### config.mk
export PLATFORM = sky130hd
export DESIGN_NAME = access_range_conflict_tracker_flat
export DESIGN_NICKNAME = d
export VERILOG_FILES = /design/src/hdl/arct_pkg.sv /design/src/hdl/arct_item_if.sv /design/src/hdl/arct_result_if.sv /design/src/hdl/arct_slot_ram.sv /design/src/hdl/arct_window_check.sv /design/src/hdl/access_range_conflict_tracker.sv /design/src/flat_wrapper.sv
export VERILOG_INCLUDE_DIRS = /design/src /design/src/hdl
export SDC_FILE = /design/constraint.sdc
export NUM_CORES = 1
export LEC_CHECK = 0
export ABC_AREA = 1
export BUFFER_PORTS_ARGS = -buffer_cell sky130_fd_sc_hd__buf_2
export CORE_MARGIN = 2
export CORE_UTILIZATION = 39
export CTS_CLUSTER_DIAMETER = 60
export CTS_CLUSTER_SIZE = 25
export DETAILED_ROUTE_END_ITERATION = 8
export SKIP_CTS_REPAIR_TIMING = 1
export SYNTH_ARGS = -nofsm -noshare
export SYNTH_HDL_FRONTEND = slang
export SYNTH_SLANG_ARGS = --single-unit
### constraint.sdc
create_clock -name clk -period 7.12 [get_ports clk]
set_input_delay 0.356 -clock clk [delete_from_list [all_inputs] [get_ports clk]]
set_output_delay 0.356 -clock clk [all_outputs]
set_load 0.005 [all_outputs]
### src/hdl/access_range_conflict_tracker_defines.svh
// Assertion macros for the access range conflict tracker.
// Each macro expects signals named clk and rst in the calling scope.
`ifndef ACCESS_RANGE_CONFLICT_TRACKER_DEFINES_SVH
`define ACCESS_RANGE_CONFLICT_TRACKER_DEFINES_SVH

`ifndef SYNTH

// Same-cycle implication, checked outside reset.
`define ARCT_ASSERT_IMP(lbl, ante, cons) \
  lbl: assert property (@(posedge clk) disable iff (rst) (ante) |-> (cons)) \
    else $error("arct: same-cycle check failed");

// Next-cycle implication, checked outside reset.
`define ARCT_ASSERT_NXT(lbl, ante, cons) \
  lbl: assert property (@(posedge clk) disable iff (rst) (ante) |=> (cons)) \
    else $error("arct: next-cycle check failed");

`else

`define ARCT_ASSERT_IMP(lbl, ante, cons)
`define ARCT_ASSERT_NXT(lbl, ante, cons)

`endif

`endif

### src/hdl/arct_pkg.sv
package arct_pkg;

  localparam int NUM_SLOTS   = 8;
  localparam int OFFSET_BITS = 16;
  localparam int SLOT_W      = (NUM_SLOTS > 1) ? $clog2(NUM_SLOTS) : 1;
  localparam logic [SLOT_W-1:0] LAST_SLOT = SLOT_W'(NUM_SLOTS - 1);

  typedef enum logic {
    OP_BEGIN   = 1'b0,
    OP_RELEASE = 1'b1
  } op_t;

  typedef enum logic [1:0] {
    KIND_SUMMARY = 2'd0,
    KIND_RAW     = 2'd1,
    KIND_WAR     = 2'd2,
    KIND_WAW     = 2'd3
  } kind_t;

  typedef enum logic [1:0] {
    ST_IDLE,
    ST_SCAN,
    ST_DONE
  } state_t;

  // One window as held in the slot memory
  typedef struct packed {
    logic [7:0]             owner;
    logic                   is_write;
    logic [OFFSET_BITS-1:0] low;
    logic [OFFSET_BITS-1:0] high;
  } slot_entry_t;

  // Captured request; end_ext carries one extra bit so it never wraps
  typedef struct packed {
    op_t                    op;
    logic [7:0]             requester_id;
    logic                   is_write;
    logic [OFFSET_BITS-1:0] start;
    logic [OFFSET_BITS:0]   end_ext;
  } req_t;

  // Verdict of the window checker for one slot
  typedef struct packed {
    logic  report;
    kind_t kind;
    logic  release_hit;
  } check_t;

  // One result beat
  typedef struct packed {
    kind_t      kind;
    logic [2:0] conflict_slot;
    logic [7:0] other_owner;
    logic       status;
    logic       slot_granted;
    logic       last;
  } res_t;

endpackage

### src/hdl/arct_item_if.sv
interface arct_item_if import arct_pkg::*; ();
  logic                   valid;
  logic                   ready;
  logic                   op;
  logic [7:0]             requester_id;
  logic                   is_write;
  logic [OFFSET_BITS-1:0] start_offset;
  logic [OFFSET_BITS-1:0] length;
  logic [15:0]            buffer_size;

  modport source (output valid, op, requester_id, is_write, start_offset, length,
                  buffer_size, input ready);
  modport sink (input valid, op, requester_id, is_write, start_offset, length,
                buffer_size, output ready);
endinterface

### src/hdl/arct_result_if.sv
interface arct_result_if import arct_pkg::*; ();
  logic       valid;
  logic       ready;
  kind_t      kind;
  logic [2:0] conflict_slot;
  logic [7:0] other_owner;
  logic       status;
  logic       slot_granted;
  logic       last;

  modport source (output valid, kind, conflict_slot, other_owner, status, slot_granted,
                  last, input ready);
  modport sink (input valid, kind, conflict_slot, other_owner, status, slot_granted,
                last, output ready);
endinterface

### src/hdl/arct_slot_ram.sv
module arct_slot_ram #(
  parameter int WIDTH = 8,
  parameter int DEPTH = 8,
  parameter int AW    = (DEPTH > 1) ? $clog2(DEPTH) : 1
) (
  input  logic             clk,
  input  logic             we,
  input  logic [AW-1:0]    waddr,
  input  logic [WIDTH-1:0] wdata,
  input  logic             re,
  input  logic [AW-1:0]    raddr,
  output logic [WIDTH-1:0] rdata
);

  logic [WIDTH-1:0] mem [DEPTH];

  // Write port
  always_ff @(posedge clk) begin
    if (we) begin
      mem[waddr] <= wdata;
    end
  end

  // Registered read port; data holds while no read is issued
  always_ff @(posedge clk) begin
    if (re) begin
      rdata <= mem[raddr];
    end
  end

endmodule

### src/hdl/arct_window_check.sv
module arct_window_check import arct_pkg::*; (
  input  slot_entry_t entry,
  input  logic        entry_valid,
  input  req_t        req,
  output check_t      chk
);

  logic other;
  logic overlap;

  // Occupied slot held by someone else
  assign other = entry_valid && (entry.owner != req.requester_id);

  // Inclusive range intersection, end carried one bit wider
  assign overlap = !(({1'b0, req.start} > {1'b0, entry.high}) ||
                     (req.end_ext < {1'b0, entry.low}));

  // Classify the hazard; two reads never conflict
  always_comb begin
    chk = '0;
    chk.kind = KIND_SUMMARY;
    chk.report = (req.op == OP_BEGIN) && other && overlap &&
                 (entry.is_write || req.is_write);
    if (entry.is_write) begin
      chk.kind = req.is_write ? KIND_WAW : KIND_RAW;
    end else begin
      chk.kind = KIND_WAR;
    end
    chk.release_hit = (req.op == OP_RELEASE) && entry_valid &&
                      (req.requester_id != 8'd0) &&
                      (entry.owner == req.requester_id);
  end

endmodule

### src/hdl/access_range_conflict_tracker.sv
// Access range conflict tracker.
// Channels: item (sink) takes begin-access and release requests; result (source)
// gives conflict reports followed by one summary beat with last set. Both use a
// valid/ready handshake; a beat moves when valid and ready are both high.
// Windows live in an NUM_SLOTS-entry memory with a registered read port, plus a
// flip-flop valid bit per slot.
// Timing: a begin or release item walks the table one slot per cycle while
// no report is held back by a full output register; a begin that fails on zero
// length or buffer size skips the walk and goes straight to the summary.
// The next item is accepted in the cycle after the summary is loaded, so no new
// item is taken while an earlier one walks the table or waits to be summarized.
// Results: each report is loaded from the registered slot read into the output
// register, letting the walk go on while an earlier beat waits to be taken.
// Stall: while result.ready is low and the output register is full, the walk
// holds on any slot with a report to place and the summary waits; item.ready
// stays low until the summary is loaded.
// Reset: clears all valid bits at once, so the table is empty in the first
// cycle after reset; no clearing pass is needed.
`include "access_range_conflict_tracker_defines.svh"

module access_range_conflict_tracker import arct_pkg::*; (
  input  logic                 clk,
  input  logic                 rst,
  arct_item_if.sink            item,
  arct_result_if.source        result
);

  localparam int ENTRY_W = $bits(slot_entry_t);

  state_t              state, state_next;
  req_t                req, req_next;
  logic                fail, fail_next;
  logic [SLOT_W-1:0]   idx, idx_next;
  logic                free_found, free_found_next;
  logic [SLOT_W-1:0]   free_idx, free_idx_next;
  logic [NUM_SLOTS-1:0] slot_valid, slot_valid_next;

  logic                out_valid, out_valid_next;
  res_t                out_data, out_data_next;
  logic                out_load;
  logic                out_free;

  logic                ram_re;
  logic [SLOT_W-1:0]   ram_raddr;
  logic                ram_we;
  logic [ENTRY_W-1:0]  ram_rdata;
  slot_entry_t         claim;
  slot_entry_t         entry;
  check_t              chk;
  logic                granted;
  logic [SLOT_W+2:0]   slot_wide;
  logic [OFFSET_BITS:0] end_in;

  arct_slot_ram #(
    .WIDTH (ENTRY_W),
    .DEPTH (NUM_SLOTS),
    .AW    (SLOT_W)
  ) u_ram (
    .clk   (clk),
    .we    (ram_we),
    .waddr (free_idx),
    .wdata (claim),
    .re    (ram_re),
    .raddr (ram_raddr),
    .rdata (ram_rdata)
  );

  // Free slots read as empty windows
  assign entry = slot_valid[idx] ? slot_entry_t'(ram_rdata) : '0;

  arct_window_check u_check (
    .entry       (entry),
    .entry_valid (slot_valid[idx]),
    .req         (req),
    .chk         (chk)
  );

  // New window: saturate the high offset at the top of the offset space
  always_comb begin
    claim          = '0;
    claim.owner    = req.requester_id;
    claim.is_write = req.is_write;
    claim.low      = req.start;
    claim.high     = req.end_ext[OFFSET_BITS] ? '1 : req.end_ext[OFFSET_BITS-1:0];
  end

  assign end_in = {1'b0, item.start_offset} + {1'b0, item.length} -
                  (OFFSET_BITS + 1)'(1);
  assign slot_wide = {3'b000, idx};
  assign granted = !fail && (req.op == OP_BEGIN) && (req.requester_id != 8'd0) &&
                   free_found;
  assign out_free = !out_valid || result.ready;
  assign item.ready = (state == ST_IDLE);

  // Sequencer: capture, walk the table unless a begin fails, then summarize and claim
  always_comb begin
    state_next      = state;
    req_next        = req;
    fail_next       = fail;
    idx_next        = idx;
    free_found_next = free_found;
    free_idx_next   = free_idx;
    slot_valid_next = slot_valid;
    ram_re          = 1'b0;
    ram_raddr       = '0;
    ram_we          = 1'b0;
    out_load        = 1'b0;
    out_data_next   = '0;
    out_data_next.kind = KIND_SUMMARY;

    unique case (state)
      ST_IDLE: begin
        if (item.valid) begin
          req_next.op           = op_t'(item.op);
          req_next.requester_id = item.requester_id;
          req_next.is_write     = item.is_write;
          req_next.start        = item.start_offset;
          req_next.end_ext      = end_in;
          fail_next = (op_t'(item.op) == OP_BEGIN) &&
                      ((item.length == '0) || (item.buffer_size == 16'd0));
          idx_next        = '0;
          free_found_next = 1'b0;
          free_idx_next   = '0;
          if ((op_t'(item.op) == OP_BEGIN) &&
              ((item.length == '0) || (item.buffer_size == 16'd0))) begin
            state_next = ST_DONE;
          end else begin
            ram_re     = 1'b1;
            ram_raddr  = '0;
            state_next = ST_SCAN;
          end
        end
      end

      ST_SCAN: begin
        // Hold on this slot while a report cannot be placed
        if (!chk.report || out_free) begin
          if (chk.report) begin
            out_load                    = 1'b1;
            out_data_next.kind          = chk.kind;
            out_data_next.conflict_slot = slot_wide[2:0];
            out_data_next.other_owner   = entry.owner;
          end
          if (chk.release_hit) begin
            slot_valid_next[idx] = 1'b0;
          end
          if (!slot_valid[idx] && !free_found) begin
            free_found_next = 1'b1;
            free_idx_next   = idx;
          end
          if (idx == LAST_SLOT) begin
            state_next = ST_DONE;
          end else begin
            idx_next   = idx + SLOT_W'(1);
            ram_re     = 1'b1;
            ram_raddr  = idx + SLOT_W'(1);
          end
        end
      end

      ST_DONE: begin
        if (out_free) begin
          out_load                   = 1'b1;
          out_data_next.status       = fail;
          out_data_next.slot_granted = granted;
          out_data_next.last         = 1'b1;
          if (granted) begin
            ram_we                    = 1'b1;
            slot_valid_next[free_idx] = 1'b1;
          end
          state_next = ST_IDLE;
        end
      end

      default: begin
        state_next = ST_IDLE;
      end
    endcase
  end

  // Output register: load a beat, drop it once taken
  always_comb begin
    if (out_load) begin
      out_valid_next = 1'b1;
    end else if (result.ready) begin
      out_valid_next = 1'b0;
    end else begin
      out_valid_next = out_valid;
    end
  end

  // Control state
  always_ff @(posedge clk) begin
    if (rst) begin
      state      <= ST_IDLE;
      slot_valid <= '0;
      out_valid  <= 1'b0;
    end else begin
      state      <= state_next;
      slot_valid <= slot_valid_next;
      out_valid  <= out_valid_next;
    end
  end

  // Payload and walk registers
  always_ff @(posedge clk) begin
    req        <= req_next;
    fail       <= fail_next;
    idx        <= idx_next;
    free_found <= free_found_next;
    free_idx   <= free_idx_next;
    if (out_load) begin
      out_data <= out_data_next;
    end
  end

  assign result.valid         = out_valid;
  assign result.kind          = out_data.kind;
  assign result.conflict_slot = out_data.conflict_slot;
  assign result.other_owner   = out_data.other_owner;
  assign result.status        = out_data.status;
  assign result.slot_granted  = out_data.slot_granted;
  assign result.last          = out_data.last;

  `ARCT_ASSERT_NXT(a_busy_after_accept, item.valid && item.ready, !item.ready)
  `ARCT_ASSERT_NXT(a_claim_marks_valid, ram_we, slot_valid[$past(free_idx)])
  `ARCT_ASSERT_IMP(a_report_only_in_walk, out_load && (state != ST_SCAN), out_data_next.last)

endmodule

### src/flat_wrapper.sv
// flat-port wrapper written by rule: the top's interface ports become plain ports
module access_range_conflict_tracker_flat import arct_pkg::*;
  (clk, rst, item_valid, item_op, item_requester_id, item_is_write, item_start_offset, item_length, item_buffer_size, item_ready, result_valid, result_kind, result_conflict_slot, result_other_owner, result_status, result_slot_granted, result_last, result_ready);
  arct_item_if item_i ();
  arct_result_if result_i ();
  input  logic clk;
  input  logic rst;
  input wire logic [$bits(item_i.valid)-1:0] item_valid;
  input wire logic [$bits(item_i.op)-1:0] item_op;
  input wire logic [$bits(item_i.requester_id)-1:0] item_requester_id;
  input wire logic [$bits(item_i.is_write)-1:0] item_is_write;
  input wire logic [$bits(item_i.start_offset)-1:0] item_start_offset;
  input wire logic [$bits(item_i.length)-1:0] item_length;
  input wire logic [$bits(item_i.buffer_size)-1:0] item_buffer_size;
  output wire logic [$bits(item_i.ready)-1:0] item_ready;
  output wire logic [$bits(result_i.valid)-1:0] result_valid;
  output wire logic [$bits(result_i.kind)-1:0] result_kind;
  output wire logic [$bits(result_i.conflict_slot)-1:0] result_conflict_slot;
  output wire logic [$bits(result_i.other_owner)-1:0] result_other_owner;
  output wire logic [$bits(result_i.status)-1:0] result_status;
  output wire logic [$bits(result_i.slot_granted)-1:0] result_slot_granted;
  output wire logic [$bits(result_i.last)-1:0] result_last;
  input wire logic [$bits(result_i.ready)-1:0] result_ready;
  assign item_i.valid = item_valid;
  assign item_i.op = item_op;
  assign item_i.requester_id = item_requester_id;
  assign item_i.is_write = item_is_write;
  assign item_i.start_offset = item_start_offset;
  assign item_i.length = item_length;
  assign item_i.buffer_size = item_buffer_size;
  assign item_ready = item_i.ready;
  assign result_valid = result_i.valid;
  assign result_kind = result_i.kind;
  assign result_conflict_slot = result_i.conflict_slot;
  assign result_other_owner = result_i.other_owner;
  assign result_status = result_i.status;
  assign result_slot_granted = result_i.slot_granted;
  assign result_last = result_i.last;
  assign result_i.ready = result_ready;
  access_range_conflict_tracker u_core (.clk(clk), .rst(rst), .item(item_i), .result(result_i));
endmodule
==> summary.txt <==
Detailed routing
  – Routed wire length per instance: 17.6 um
  – Vias per Instance: 5.08
  – Initial DRC Count: 1250
  – Top layer used by detailed routing: met4
  – Met3 WL: 2.51 mm
  – Post-DRT Antenna Nets: 0
  – Routed wl met2: 24.7 mm
  – Final wirelength: 51.2 mm
  – First drt pass iteration count: 6
  – Via count: 14.8k
  – Met1 WL: 22.9 mm
  – DR DRC count: 0

Timing
  – RSZ-0062 raised after global routing: false
  – Worst-margin pin slew: 1.05 ns
  – Worst Clk Skew: 0.0289 ns
  – Final period util: 83.9%
  – Fmax: 167 MHz
  – Fin. Hold Viols: 0
  – Relative slew slack: 30.2%
  – Final Max Tran Viols: 0
  – Period minus WS final: 5.97 ns
  – Final setup fails: 0
  – Setup TNS: 0 ns

Setup path
  – Crit path launch type: flop
  – Critical Path AT: 6.29 ns
  – Worst r2r dst: u_core.u_ram.rdata[4]
  – Reg2reg path depth: 21
  – Critical Path End Type: flop
  – Reg-to-reg setup timing slack: 1.15 ns
  – R2r startpoint: u_core.idx[0]
  – Data required, critical path: 7.44 ns
  – WS Path Type: reg -> reg
  – Crit path max fanout: 166

Clocking
  – CTS Buf Count: 36
  – TritonCTS clock tree: yes
  – Worst-skew pair later-pin latency: 0.56 ns
  – H-tree levels: 2
  – CTS max path bufs: 3
  – Reg clk slew, reported paths: 0.07 ns
  – Clock Sinks: 447
  – Clk root buf: clkbuf_16

Cells and area
  – Layout net count: 2324
  – Most frequent cells in the layout: 483 x nand2_1, 436 x edfxtp_1, 368 x inv_1
  – Commonest non-fill, non-tap cell in the layout: nand2_1
  – Synth-to-Final Area Change: 11.6%
  – Fillers: 5065
  – Post-route cell area: 23800 um2
  – Share of cells above drive strength 1: 9.68%
  – Ant. Diodes: 0

Global routing
  – Remaining Overflow, GRT: 0
  – Initial antenna violation count: 0
  – First-pass GRT wire length: 79.0 mm
  – Total GRT Usage: 18.1%
  – Number of global-route vias before repair: 14.2k
  – Largest net degree at the start of global routing: 167

Logic synthesis
  – Synth top area share: 61.4%
  – Synthesized area per cell: 9.99 um2
  – Synth unique cells: 39
  – Sequential share of the synthesized area: 62.4%
  – Warnings, synthesis: 0
  – Gate Count Post-Synth: 2135
  – Mapped Nets: 2265
  – Area contributors post-synth: edfxtp_1 61%, nand2_1 8.5%, inv_1 6.5%
  – Register bit total from synthesis: 447
  – Mapped Area: 21300 um2
  – Largest area contributor in the netlist: edfxtp_1

Floorplanning
  – Die ar.: 56600 um2
  – # IOs: 80
  – Initial Utilization: 39.6%
  – Core area: 53900 um2
  – Row count: 85
  – Die Ht: 238 um
  – Die Span X: 238 um

Power and ir drop
  – Worst VDD drop: 0.000220 V
  – Pwr Density: 333 nW/um2
  – Leak pwr: 10.0 nW

Placed design
  – RePlAce Congestion: 0.824
  – Post-DP HPWL: 29.0 mm
  – IO buf count: 79
  – Area of placed instances: 22400 um2

Min path
  – Hold endpoint: u_core.claim[28]
  – Worst hold-check path type: in -> reg
  – Hold Startpoint: item_start_offset[12]
  – Hold depth: 1

Run status
  – Status: completed

Job
  – Max Cap Violations: 0
[worst max-delay path, cell delays in order, from the launching register on]
cell      delay [ns]
edfxtp_1        0.60
inv_6           0.44
nand4_1         0.15
nand2_1         0.11
nor2_2          0.05
nand2_4         0.50
nand2_1         0.19
ha_1            0.34
a21oi_1         0.15
o21ai_0         0.09
a21oi_1         0.20
nand2_1         0.08
a21oi_1         0.30
nor2_2          0.10
nand3_4         0.13
buf_12          0.58
nand3_4         0.80
buf_12          0.48
nand3_1         0.14
nand2_1         0.06
nand2_1         0.05
nand2_1         0.06
[stage by stage]
stage,total power [mW],worst slack (ns),std cells,hold WS (ns),util (%)
2_1_floorplan,5.25,1.46,2135,0.425,-
3_3_place_gp,5.87,1.16,2827,0.456,41.5
3_5_place_dp,5.92,1.15,2827,0.462,41.5
4_1_cts,7.96,1.15,2891,-0.0553,43.7
5_1_grt,8.38,0.735,2916,0.00452,44.1
6_report,7.92,1.15,2916,0.0156,44.1
[worst max-delay path by stage]
stage	startpoint	endpoint	depth (start not counted)
final	u_core.idx[0]	u_core.u_ram.rdata[4]	21
after detailed placement	u_core.idx[0]	u_core.u_ram.rdata[17]	21
after global routing	u_core.idx[0]	u_core.u_ram.rdata[1]	22
after CTS	u_core.idx[0]	u_core.u_ram.rdata[6]	21
after floorplan	u_core.state[0]	u_core.u_ram.mem[0][0]	8
after global placement	u_core.idx[0]	u_core.u_ram.rdata[18]	21
[where the power goes]
part	leakage [nW]	switching [mW]	internal [mW]
Sequential	4.05	0.236	3.36
Combinational	5.41	1.62	0.658
Clock	0.565	1.01	1.03
Total	10.0	2.87	5.05
[cells in the mapped netlist, drive strengths merged]
library cell,instances
a211oi,1
a21boi,1
a21o,1
a21oi,37
a31oi,2
and2,2
buf,56
clkbuf,56
clkinv,2
dfxtp,11
edfxtp,436
fa,1
ha,67
inv,372
nand2,487
nand3,113
nand4,176
nor2,214
nor3,17
nor4,18
o2111ai,1
o211ai,2
o21a,1
o21ai,29
o21bai,2
o22ai,1
or2,15
xnor2,3
xor2,11
[registers in the layout (all words and copies together), names as in the netlist, 2 cells and up]
signal	cells
u_core.free_idx	3
u_core.result.conflict_slot	3
u_core.u_ram.rdata	41
u_core.slot_valid	8
u_core.req	18
u_core.result.other_owner	8
u_core.u_ram.mem	328
u_core.idx	3
u_core.state	2
u_core.claim	25
u_core.result.kind	2
[kinds of logic after synthesis]
family	synth area share, %
flops	62.4
fa+ha+maj	4.02
xor+xnor	0.575
compound gates	1.98
buf+inv	9.25
simple gates	21.8
[metal layers]
layer	global-route usage [%]	vias to the layer above
met4	5.97	0
met1	24.3	7142
li1	-	7211
met2	30.5	381
met5	0	-
met3	2.22	71
[layout make-up]
| class | instances | area [um2] | area share (%) |
|---|---|---|---|
| Clock buffer | 37 | 926 | 3.89 |
| Tap cell | 696 | 871 | 3.66 |
| Multi-Input combinational cell | 1202 | 6140 | 25.8 |
| Clock inverter | 27 | 258 | 1.08 |
| Inverter | 374 | 1410 | 5.92 |
| Timing Repair Buffer | 133 | 886 | 3.72 |
| Sequential cell | 447 | 13300 | 55.9 |
Power figures use the tool's default switching activity.
